**config.mk**
```make
export PLATFORM = sky130hd
export DESIGN_NAME = fds_queue
export DESIGN_NICKNAME = d
export VERILOG_FILES = /design/src/fds_pkg.sv /design/src/fds_queue.sv
export SDC_FILE = /design/constraint.sdc
export NUM_CORES = 1
export LEC_CHECK = 0
export BUFFER_PORTS_ARGS = -buffer_cell sky130_fd_sc_hd__buf_2
export CORE_MARGIN = 1
export CORE_UTILIZATION = 47
export CTS_BUF_LIST = sky130_fd_sc_hd__clkbuf_8 sky130_fd_sc_hd__clkbuf_16
export DETAILED_ROUTE_END_ITERATION = 16
export GPL_TIMING_DRIVEN = 0
export PLACE_DENSITY = 0.76
export SKIP_CTS_REPAIR_TIMING = 1
export SYNTH_ARGS = -nofsm -noshare
export SYNTH_HDL_FRONTEND = slang
export SYNTH_SLANG_ARGS = --single-unit
```
**constraint.sdc**
```tcl
create_clock -name clk -period 3.8 [get_ports clk]
set_input_delay 0.57 -clock clk [delete_from_list [all_inputs] [get_ports clk]]
set_output_delay 0.57 -clock clk [all_outputs]
set_load 0.01 [all_outputs]
```
**src/fds_pkg.sv**
```systemverilog
// Shared types and constants for the feature distance score block.
// Used by every module under src; depends on nothing else.
`default_nettype none
package fds_pkg;

    localparam int unsigned SCORE_W   = 48;
    localparam int unsigned DEV_W     = 31;
    localparam int unsigned VALUE_W   = 32;
    localparam int unsigned WEIGHT_W  = 18;
    localparam int unsigned CFG_IDX_W = 8;
    localparam int unsigned CFG_DAT_W = 32;
    localparam int unsigned DIV_STEPS = 48;
    localparam int unsigned DIV_CNT_W = 6;

    localparam logic [SCORE_W-1:0] SCORE_MAX = '1;

    localparam logic [CFG_IDX_W-1:0] CFG_GEO_MIN_DEV  = 8'd0;
    localparam logic [CFG_IDX_W-1:0] CFG_ZERN_MIN_DEV = 8'd1;
    localparam logic [CFG_IDX_W-1:0] CFG_GEO_WEIGHT   = 8'd2;
    localparam logic [CFG_IDX_W-1:0] CFG_ZERN_WEIGHT  = 8'd3;

    localparam logic [DEV_W-1:0]    RST_GEO_MIN_DEV  = 31'd655;
    localparam logic [DEV_W-1:0]    RST_ZERN_MIN_DEV = 31'd66;
    localparam logic [WEIGHT_W-1:0] RST_GEO_WEIGHT   = 18'd45875;
    localparam logic [WEIGHT_W-1:0] RST_ZERN_WEIGHT  = 18'd65536;

    localparam logic KIND_GEO  = 1'b0;
    localparam logic KIND_ZERN = 1'b1;

    typedef struct packed {
        logic                      kind;
        logic signed [VALUE_W-1:0] sample_value;
        logic signed [VALUE_W-1:0] mean_value;
        logic [DEV_W-1:0]          deviation;
        logic                      last;
    } item_t;

    typedef struct packed {
        logic [SCORE_W-1:0] total_score;
        logic [SCORE_W-1:0] geometric_score;
        logic [SCORE_W-1:0] zernike_score;
    } result_t;

    // One classified element waiting for the arithmetic back end.
    typedef struct packed {
        logic               active;
        logic               kind;
        logic               last;
        logic [VALUE_W-1:0] mag;
        logic [DEV_W-1:0]   dev;
    } job_t;

    typedef struct packed {
        logic full;
        logic empty;
    } queue_stat_t;

    typedef struct packed {
        logic busy;
        logic emitting;
    } back_stat_t;

endpackage
`default_nettype wire

```
**src/fds_queue.sv**
```systemverilog
// Small FIFO between front and back end so each side stalls on its own.
// Depends on fds_pkg.
`default_nettype none
module fds_queue #(
    parameter int unsigned DEPTH = 2
) (
    input  wire logic          clk,
    input  wire logic          rst_n,
    input  wire logic          push,
    input  wire fds_pkg::job_t wr_job,
    input  wire logic          pop,
    output fds_pkg::job_t      rd_job,
    output fds_pkg::queue_stat_t stat
);
    import fds_pkg::*;

    localparam int unsigned PTR_W = (DEPTH > 1) ? $clog2(DEPTH) : 1;
    localparam int unsigned CNT_W = $clog2(DEPTH + 1);
    localparam logic [PTR_W-1:0] LAST_PTR = PTR_W'(DEPTH - 1);

    job_t             mem_reg [DEPTH];
    logic [PTR_W-1:0] wr_ptr_reg, wr_ptr_next;
    logic [PTR_W-1:0] rd_ptr_reg, rd_ptr_next;
    logic [CNT_W-1:0] cnt_reg, cnt_next;

    always_comb
    begin
        wr_ptr_next = wr_ptr_reg;
        rd_ptr_next = rd_ptr_reg;
        cnt_next    = cnt_reg;
        if (push)
        begin
            wr_ptr_next = (wr_ptr_reg == LAST_PTR) ? '0 : wr_ptr_reg + 1'b1;
        end
        if (pop)
        begin
            rd_ptr_next = (rd_ptr_reg == LAST_PTR) ? '0 : rd_ptr_reg + 1'b1;
        end
        if (push && !pop)
        begin
            cnt_next = cnt_reg + 1'b1;
        end
        else if (pop && !push)
        begin
            cnt_next = cnt_reg - 1'b1;
        end
    end

    always_ff @(posedge clk or negedge rst_n)
    begin
        if (!rst_n)
        begin
            wr_ptr_reg <= '0;
            rd_ptr_reg <= '0;
            cnt_reg    <= '0;
        end
        else
        begin
            wr_ptr_reg <= wr_ptr_next;
            rd_ptr_reg <= rd_ptr_next;
            cnt_reg    <= cnt_next;
        end
    end

    always_ff @(posedge clk)
    begin
        if (push)
        begin
            mem_reg[wr_ptr_reg] <= wr_job;
        end
    end

    assign rd_job     = mem_reg[rd_ptr_reg];
    assign stat.full  = (cnt_reg == CNT_W'(DEPTH));
    assign stat.empty = (cnt_reg == '0);

endmodule
`default_nettype wire

```
==> impl_metrics.tcl <==
set metrics [dict create \
    status "finished, final reports clean" \
    skew_ns 0.00418 \
    cts_sinks 136 \
    p_leak_nw 2.55 \
    yosysSeqAreaShare_pct 80.3 \
    gr-total-overflow 0 \
    peakVddDrop_v 0.000391 \
    synth_area_um2 5060 \
    hpwl_mm 5.42 \
    yosysMostFrequentCell "edfxtp_1" \
    hold_path_class "in2reg" \
    postPlaceCellArea_um2 5980 \
    drc_errors 0 \
    hold_viol_final 0 \
    startpoint "rd_ptr_reg" \
    required_ns 3.23 \
    yosys.area.top_type "edfxtp_1" \
    synthTopCellsByCount "edfxtp_1 (132), mux2_2 (36), mux2_4 (30)" \
    ioPinCount 138 \
    clkSlewWorstSetupHoldPaths_ns 0.06 \
    largest_reg_flops 132 \
    crit_arrival_ns 1.79 \
    syn_area_per_cell_um2 22.9 \
    worst_pin_slew_ns 0.922 \
    finalCriticalPeriod_ns 2.36 \
    fmax_mhz 423 \
    core_um2 10400 \
    ys_seq_elements 136 \
    hold_slack_ns 0.256 \
    fin_area_um2 6490 \
    die_h_um 106 \
    p_per_area_nw_per_um2 750 \
    syn_nets 292 \
    use_met1_pct 17.5 \
    grt_use_met2_pct 27.0 \
    first_iter_violations 93 \
    numCtsBuffers 17 \
    h-tree-depth 4 \
    io_buffers 137 \
    startpoint_type "flip-flop" \
    ys_warn_count 0 \
    cts_root_buf "clkbuf_8" \
    start_util_pct 48.8 \
    grt.busiest_layer "met2" \
    place_congestion 0.663 \
    path_class "reg2out" \
    drt_pass1_iterations 4 \
    cts_tree "built" \
    synth_enable_flop_cells 132 \
    clock_path_buffers 2 \
    grt_pass1_vias 2701 \
    synthCells 221 \
    synth_area_leaders "edfxtp_1 (78%), mux2_4 (8.9%), mux2_2 (8.0%), dfrtp_1 (2.0%), xor2_1 (0.69%)" \
    grt_max_degree 67 \
    die_w_um 106 \
    power_mw 4.86 \
    track_usage_pct 15.6 \
    nets 451 \
    diodes 0 \
    path_max_fanout 10 \
    drt-wirelength-per-cell_um 15.7 \
    die_area_um2 11200 \
    vias_per_cell 4.81 \
    synth_ff_type "edfxtp_1" \
    ant_nets 0 \
    yosysTopAreaCellShare_pct 78.3 \
    route.vias.total 2546 \
    drive_gt1_share_pct 61.3 \
    async_flop_share_pct 2.94 \
    setup_viol 0 \
    ys_types 14 \
    min_from "wr_job[0]" \
    max-slew-margin-rel_pct 38.5 \
    rows 37 \
    antenna_found_initial 0 \
    maxCapViolCount 0 \
    grt_use_met3_pct 4.76 \
    end_kind "primary output" \
    totalWireLength_mm 8.29 \
    r2r-start "wr_ptr_reg" \
    area_growth_pct 28.2 \
    fin_crit_sh_pct 62.2 \
    grt_pass1_wl_mm 12.9 \
    slew_viol_final 0 \
    rsz0062_at_grt "false" \
    clkLatencyLatePin_ns 0.50 \
    fill_cells 779 \
]
## critical path, cell delays in order (launching register included)
cell and delay [ns]:
dfrtp_1 0.38, buf_4 0.24, buf_6 0.21, mux2_4 0.32
buf_2 0.14
## cell usage in the layout, fill, tap and decap left out, types with 2 or more instances in the layout
cell | synthesis | routed
dfrtp_1 | 4 | 4
buf_6 | 3 | 3
clkinv_2 | 0 | 3
edfxtp_1 | 132 | 132
mux2_4 | 30 | 30
clkbuf_16 | 0 | 16
clkinvlp_4 | 0 | 6
xor2_1 | 4 | 4
mux2_2 | 36 | 36
buf_2 | 3 | 140
clkinv_1 | 0 | 5
nor2_1 | 2 | 2
## per-stage QoR
step	cells	utilization [%]	setup WS, ns	TNS (ns)
after global routing	529	62.6	1.33	0
after CTS	528	62.5	1.39	0
final	529	62.6	1.44	0
after detailed placement	496	57.6	1.91	0
after floorplan	221	-	1.07	0
after global placement	494	57.1	-0.00518	-0.181
## final timing paths
check / cells past startpoint / slack (ns) / end
min reg2reg: 1 / 0.49 / cnt_reg[1]
max in group asynchronous: 2 / 3.28 / wr_ptr_reg
max reg2reg: 1 / 2.16 / mem_reg[1][63]
min in group asynchronous: 2 / 0.40 / cnt_reg[0]
max: 4 / 1.44 / rd_job[20]
min: 1 / 0.26 / mem_reg[1][0]
## power breakdown
part	switching (mW)	internal (mW)	total (mW)
clock network	0.574	0.784	1.36
registers	0.0812	1.99	2.08
logic	0.708	0.722	1.43
total	1.36	3.50	4.86
## kinds of logic (layout without fill, tap and decap cells)
group,after synthesis,after routing,synth area share [%]
muxes,66,66,16.9
adders and majority gates,1,1,0.247
and+or+nand+nor,5,5,0.519
DFF,136,136,80.3
buffers and inverters,8,180,1.19
xor gates and xnor gates,5,5,0.865
## metal layers
metal  up-vias  wire length, um
met5         -                0
met4         0               92
met3        10              490
met2        88             4380
met1      1257             3320
li1       1191                -
## area by class of cell
class | instances | area, um2 | area share (%)
clock inverter | 15 | 87.6 | 1.35
timing repair buffer | 140 | 743 | 11.5
tap | 136 | 170 | 2.62
sequential | 136 | 4060 | 62.6
inverter | 1 | 3.75 | 0.0579
clock buffer | 17 | 414 | 6.38
buffer | 7 | 56.3 | 0.868
multi-input combinational | 77 | 948 | 14.6
Note: power is estimated with default switching activity, not from simulation.
