===== src/fds_pkg.sv =====
// Shared types and constants for the feature distance score block.
// Used by every module under src; depends on nothing else.
`default_nettype none
package fds_pkg;

    localparam int unsigned SCORE_W   = 48;
    localparam int unsigned DEV_W     = 31;
    localparam int unsigned VALUE_W   = 32;
    localparam int unsigned WEIGHT_W  = 18;
    localparam int unsigned CFG_IDX_W = 8;
    localparam int unsigned CFG_DAT_W = 32;
    localparam int unsigned DIV_STEPS = 48;
    localparam int unsigned DIV_CNT_W = 6;

    localparam logic [SCORE_W-1:0] SCORE_MAX = '1;

    localparam logic [CFG_IDX_W-1:0] CFG_GEO_MIN_DEV  = 8'd0;
    localparam logic [CFG_IDX_W-1:0] CFG_ZERN_MIN_DEV = 8'd1;
    localparam logic [CFG_IDX_W-1:0] CFG_GEO_WEIGHT   = 8'd2;
    localparam logic [CFG_IDX_W-1:0] CFG_ZERN_WEIGHT  = 8'd3;

    localparam logic [DEV_W-1:0]    RST_GEO_MIN_DEV  = 31'd655;
    localparam logic [DEV_W-1:0]    RST_ZERN_MIN_DEV = 31'd66;
    localparam logic [WEIGHT_W-1:0] RST_GEO_WEIGHT   = 18'd45875;
    localparam logic [WEIGHT_W-1:0] RST_ZERN_WEIGHT  = 18'd65536;

    localparam logic KIND_GEO  = 1'b0;
    localparam logic KIND_ZERN = 1'b1;

    typedef struct packed {
        logic                      kind;
        logic signed [VALUE_W-1:0] sample_value;
        logic signed [VALUE_W-1:0] mean_value;
        logic [DEV_W-1:0]          deviation;
        logic                      last;
    } item_t;

    typedef struct packed {
        logic [SCORE_W-1:0] total_score;
        logic [SCORE_W-1:0] geometric_score;
        logic [SCORE_W-1:0] zernike_score;
    } result_t;

    // One classified element waiting for the arithmetic back end.
    typedef struct packed {
        logic               active;
        logic               kind;
        logic               last;
        logic [VALUE_W-1:0] mag;
        logic [DEV_W-1:0]   dev;
    } job_t;

    typedef struct packed {
        logic full;
        logic empty;
    } queue_stat_t;

    typedef struct packed {
        logic busy;
        logic emitting;
    } back_stat_t;

endpackage
`default_nettype wire


===== src/fds_front.sv =====
// Front end: takes input beats, forms |sample - mean| and decides whether the
// element counts. Depends on fds_pkg.
`default_nettype none
module fds_front (
    input  wire fds_pkg::item_t     item,
    input  wire logic               item_valid,
    output logic                    item_stall,
    input  wire logic [30:0]        geo_min_dev,
    input  wire logic [30:0]        zern_min_dev,
    input  wire fds_pkg::queue_stat_t q_stat,
    output logic                    push,
    output fds_pkg::job_t           job
);
    import fds_pkg::*;

    logic signed [VALUE_W:0] diff;
    logic [VALUE_W:0]        neg;
    logic [DEV_W-1:0]        min_dev;

    always_comb
    begin
        diff    = {item.sample_value[VALUE_W-1], item.sample_value}
                - {item.mean_value[VALUE_W-1], item.mean_value};
        neg     = -diff;
        min_dev = (item.kind == KIND_ZERN) ? zern_min_dev : geo_min_dev;

        job.active = item.deviation > min_dev;
        job.kind   = item.kind;
        job.last   = item.last;
        job.mag    = diff[VALUE_W] ? neg[VALUE_W-1:0] : diff[VALUE_W-1:0];
        job.dev    = item.deviation;
    end

    assign item_stall = q_stat.full;
    assign push       = item_valid && !q_stat.full;

endmodule
`default_nettype wire


===== config.mk =====
export PLATFORM = sky130hd
export DESIGN_NAME = fds_front
export DESIGN_NICKNAME = d
export VERILOG_FILES = /design/src/fds_pkg.sv /design/src/fds_front.sv
export SDC_FILE = /design/constraint.sdc
export NUM_CORES = 1
export LEC_CHECK = 0
export BUFFER_PORTS_ARGS = -buffer_cell sky130_fd_sc_hd__buf_2
export CAP_MARGIN = 20
export CELL_PAD_IN_SITES_DETAIL_PLACEMENT = 1
export CELL_PAD_IN_SITES_GLOBAL_PLACEMENT = 1
export CORE_MARGIN = 2
export CORE_UTILIZATION = 34
export DETAILED_ROUTE_END_ITERATION = 12
export PLACE_DENSITY_LB_ADDON = 0.1
export RECOVER_POWER = 50
export SLEW_MARGIN = 20
export SYNTH_ARGS = -nofsm -noshare
export SYNTH_HDL_FRONTEND = slang
export SYNTH_SLANG_ARGS = --single-unit

===== constraint.sdc =====
create_clock -name vclk -period 8
set_input_delay 1.2 -clock vclk [all_inputs]
set_output_delay 1.2 -clock vclk [all_outputs]
set_load 0.02 [all_outputs]

==> impl_metrics.csv, run 1 <==
group,metric,value,unit
outcome,outcome,"finished, final reports clean",
place,dpl.cell_count,912,
pwr,pwr_density_cell,106,nW/um^2
pwr,p_leak,2.71,nW
timing,rsz0062_at_grt,"no",
critical_path,cp_max_fo,6,
synth,synth_top_family_by_area,"compound AO/OA/AOI/OAI gates",
finish,seq_cells,0,
timing,period_needed,6370,ps
floorplanning,core-area,12000,sq um
place,post-dp-hpwl,13.6,mm
floorplanning,fp.dieW,115,um
pwr,total_power,0.543,mW
synth,syn-num-nets,820,
routing,dr.pass1.iters,4,
floorplanning,dieArea,13300,sq um
routing,vias,4962,
timing,setup-tns-final,0,ps
pwr,power.switching,0.335,mW
place,post-place-ws,1640,ps
global_routing,grt_first_pass_wirelength,24.1,mm
synth,ys_types,62,
timing,slew_headroom,39.5,%
critical_path,arrival,5170,ps
timing,drv_slew,0,
routing,wl,15.2,mm
synth,muxShareOfSynthArea,8.19,%
synth,synth-simple-area-share,22.5,%
clock_network,post_cts_buffers,0,
routing,initialDrtViolationCount,151,
timing,final-hold-violation-count,0,
global_routing,antenna_found_initial,0,
timing,tightestPinTransition,907,ps
pwr,power_frac_clock,0,%
timing,finalSetupViolCount,0,
timing,timing.fmax,0.157,GHz
place,io_buffers,227,
synth,seq_area_frac_synth,0,%
synth,synthCells,593,
job,max-cap-violations,0,
critical_path,critPathKind,"input port to primary output",
pwr,p_sw_share,61.6,%
floorplanning,initial_core_util,35.0,%
routing,drcViolationCount,0,
floorplanning,num_rows,40,
routing,wl_per_cell,16.7,um
finish,register_area,0,sq um
finish,diodes,0,
critical_path,end_kind,"primary output",
pwr,vdd_drop_max,0.0593,mV
finish,fillers,1603,
global_routing,grt_pass1_vias,4929,
place,place_congestion,0.934,
clock_network,cts_resized,0,
finish,multi_input_area,3700,sq um
floorplanning,die_h,115,um
synth,syn_avg_cell_area,7.08,sq um
timing,timing.final.ws_setup,1630,ps
timing,period_share,79.7,%
global_routing,grt.overflow.total,0,
pwr,p_int,0.208,mW
critical_path,start_kind,"input port",
critical_path,startpoint,"item[64]",
finish,nNetsFinal,994,
synth,syn_area,4200,sq um
synth,yosys_warnings,0,
synth,synth-xor-area-share,8.55,%
synth,synth_compound_area_share,29.1,%
finish,synthToLayoutAreaGrowth,22.5,%
finish,stdcell_count,912,
pwr,comb_power_share,100.0,%
routing,ant_nets,0,
pwr,p_seq_share,0,%
finish,drive_above_1_share,27.5,%
clock_network,hold_buffers,0,
finish,nClkBuffers,0,
min_path,hold_class,"input port to primary output",
min_path,holdPathStages,0,
routing,vias_per_cell,5.44,
critical_path,worstPathRequired,6800,ps
global_routing,grt_max_degree,33,
floorplanning,pin_count,230,
synth,synth_adder_area_share,19.5,%
min_path,hold_start,"item[0]",
global_routing,grt_util_all_layers,21.8,%
==> placed cells by master, fill, tap and decap left out, types with 3 or more instances in the layout <==
master | netlist | routed
clkbuf_1 | 17 | 33
and2_1 | 15 | 15
nor2b_1 | 4 | 4
or4_1 | 3 | 3
inv_1 | 45 | 45
ha_1 | 64 | 64
o211ai_1 | 10 | 10
a2111oi_0 | 4 | 4
xnor2_1 | 28 | 28
a21oi_1 | 48 | 47
o31ai_1 | 4 | 4
o21a_1 | 7 | 7
a211oi_1 | 4 | 4
mux2i_1 | 31 | 31
and4_1 | 6 | 6
xor2_1 | 13 | 13
nand3_1 | 11 | 11
or2_2 | 3 | 3
and3_1 | 10 | 10
buf_2 | 0 | 194
nor2_1 | 23 | 23
nor3_1 | 8 | 8
a21o_1 | 26 | 26
a31oi_1 | 3 | 3
or3_1 | 12 | 12
nand2_1 | 43 | 43
mux2_2 | 3 | 3
o211a_1 | 4 | 4
o21ai_0 | 37 | 37
nand4_1 | 13 | 13
a211o_1 | 4 | 4
a221o_1 | 7 | 7
nand2b_1 | 4 | 4
nor4_1 | 5 | 5
==> stage by stage <==
step | hold slack, ps | util (%) | cell area, sq um
finish | 2400 | 42.8 | 5140
global route | 2400 | 42.8 | 5140
CTS | 2400 | 43.1 | 5180
detailed placement | 2400 | 43.1 | 5180
global placement | 2400 | 43.1 | 5180
floorplan | 2480 | - | 4200
==> Yosys cell counts (11+ instances only) <==
| library cell | count | area share (%) |
|---|---|---|
| nor2_1 | 23 | 2.1 |
| a21oi_1 | 48 | 5.7 |
| clkbuf_1 | 17 | 1.5 |
| and2_1 | 15 | 2.2 |
| nand4_1 | 13 | 1.9 |
| or3_1 | 12 | 1.8 |
| ha_1 | 64 | 19 |
| nand2_1 | 43 | 3.8 |
| buf_4 | 35 | 6.3 |
| xor2_1 | 13 | 2.7 |
| o21ai_0 | 37 | 4.4 |
| a21o_1 | 26 | 4.6 |
| mux2i_1 | 31 | 7.4 |
| xnor2_1 | 28 | 5.8 |
| inv_1 | 45 | 4.0 |
| nand3_1 | 11 | 1.3 |
==> worst paths after layout <==
kind | endpoint
worst max-delay path | job[62]
worst min-delay path | job[63]
==> critical path, stage by stage <==
cell	delay [ps]
buf_2	90
inv_1	40
ha_1	170
inv_1	60
fa_1	400
a21o_1	220
a221oi_2	460
nor2_1	250
o21ai_0	250
a211oi_1	160
a211o_1	330
a2111oi_0	590
nand4bb_1	280
a211o_1	350
o211ai_1	100
buf_2	210
==> power by group through the flow <==
stage / registers [mW] / clock network, mW / logic (mW)
2_1_floorplan: 0 / 0 / 0.372
4_1_cts: 0 / 0 / 0.548
5_1_grt: 0 / 0 / 0.596
6_report: 0 / 0 / 0.543
3_3_place_gp: 0 / 0 / 0.530
3_5_place_dp: 0 / 0 / 0.546
==> layout make-up <==
cell class	instances	share of cell area (%)
inverters	45	3.28
well taps	147	3.57
multi-input cells	493	71.9
repair buffers	227	21.3
==> metal layers <==
metal  vias up  global-route usage (%)  wire (um)
li1       2513                       -          -
met1      2298                    28.0       6920
met2       135                    40.7       7450
met3        16                    1.11        630
met4         0                    3.53        242
met5         -                       0          0
==> kinds of logic (layout without fill, tap and decap cells) <==
logic type / count (synthesis) / in the layout
simple gates: 171 / 171
compound gates: 182 / 182
buf+inv: 100 / 272
fa+ha+maj: 65 / 65
xor+xnor: 41 / 41
mux: 34 / 34
Note: power is estimated with default switching activity, not from simulation.
==> run 2: changes to the inputs <==
Settings changed: CORE_UTILIZATION 34 to 29.
Clock period 8 ns to 5.6 ns, I/O delays scaled along.
==> impl_metrics.csv, run 2 (same netlist as run 1, synthesis figures left out) <==
group,metric,value,unit
critical_path,end_kind,"primary output",
pwr,total_power,0.811,mW
finish,final_common_cell,"buf_2",
min_path,hold_class,"input port to primary output",
floorplanning,core-area,14000,sq um
finish,mostFrequentLayoutCells,"buf_2 (193), ha_1 (62), a21oi_1 (46)",
finish,multi_input_area,3750,sq um
routing,vias,5045,
global_routing,grt.overflow.total,0,
pwr,pwr_density_cell,149,nW/um^2
finish,diodes,0,
finish,seq_cells,0,
timing,drv_slew,0,
critical_path,cp_max_fo,6,
routing,wl,15.7,mm
outcome,outcome,"finished, final reports clean",
routing,vias_per_cell,5.20,
timing,timing.final.ws_setup,252,ps
routing,drcViolationCount,0,
floorplanning,num_rows,43,
timing,finalSetupViolCount,0,
timing,period_needed,5350,ps
global_routing,antenna_found_initial,0,
pwr,p_leak,2.86,nW
place,post-dp-hpwl,14.1,mm
finish,fillers,1871,
finish,nClkBuffers,0,
critical_path,arrival,4510,ps
timing,timing.fmax,0.187,GHz
place,post-place-ws,-29.2,ps
clock_network,hold_buffers,0,
timing,final-hold-violation-count,0,
global_routing,gr-usage-met1,25.4,%
floorplanning,die_h,124,um
finish,drive_above_1_share,31.1,%
finish,synthToLayoutAreaGrowth,29.8,%
timing,slew_headroom,55.7,%
place,dpl.cell_count,968,
critical_path,start_kind,"input port",
place,io_buffers,227,
global_routing,grt.met3_usage,1.46,%
floorplanning,pin_count,230,
floorplanning,fp.dieW,124,um
place,place_congestion,0.888,
finish,register_area,0,sq um
routing,dr.pass1.iters,4,
global_routing,grt_util_all_layers,19.1,%
routing,initialDrtViolationCount,152,
floorplanning,dieArea,15500,sq um
global_routing,grt.busiest_layer,"met2",
routing,wl_per_cell,16.2,um
finish,nNetsFinal,1020,
timing,period_share,95.5,%
global_routing,grt_first_pass_wirelength,25.8,mm
global_routing,grt_pass1_vias,5234,
critical_path,worstPathRequired,4760,ps
pwr,vdd_drop_max,0.0952,mV
floorplanning,initial_core_util,30.0,%
global_routing,grt_max_degree,20,
job,max-cap-violations,0,
timing,tightestPinTransition,664,ps
routing,ant_nets,0,
global_routing,use_met2,34.5,%
finish,stdcell_count,971,
critical_path,critPathKind,"input port to primary output",
-- run 2: critical path, stage by stage --
cell and delay, ps:
buf_2 70, inv_1 30, ha_1 350, nand4_1 190
or4b_1 590, nor2_1 420, o211a_1 230, a211oi_1 70
a211o_1 340, a2111oi_2 360, buf_4 190, nand4bb_4 130
a21bo_2 240, o211ai_1 240, buf_4 200
-- run 2: final timing paths --
check / from / end / slack [ps] / depth (start not counted)
setup / recovery: item[42] / job[62] / 250 / 15
hold / removal: item[0] / job[63] / 1680 / 0
-- run 2: layer usage --
metal	part of all wire [%]	routed length (um)
met2	49	7680
met4	1.3	206
met5	0	0
met1	46	7250
met3	3.5	557
-- run 2: where the power goes --
group	internal, mW	switching [mW]
Clock	0	0
Combinational	0.326	0.485
Sequential	0	0
-- run 2: layout make-up --
cell class / count / area share (%)
inverter: 45 / 3.10
tap: 180 / 4.13
timing repair buffer: 253 / 24.0
multi-input combinational: 493 / 68.8
-- run 2: timing repair --
action | 4_1_cts | 5_1_grt
setup endpoints to repair | 1 | 5
gates resized for setup | 1 | 12
gates cloned | 0 | 0
setup buffers | 0 | 3
pin swaps | 0 | 6
-- run 2: metrics by stage --
stage / hold WS [ps] / setup TNS, ps / utilization [%] / area, sq um
2_1_floorplan: 1760 / 0 / - / 4200
3_3_place_gp: 1680 / 0 / 38.7 / 5410
3_5_place_dp: 1680 / -29.2 / 38.7 / 5410
4_1_cts: 1680 / 0 / 38.8 / 5430
5_1_grt: 1680 / -3.86 / 39.0 / 5450
6_report: 1680 / 0 / 39.0 / 5450
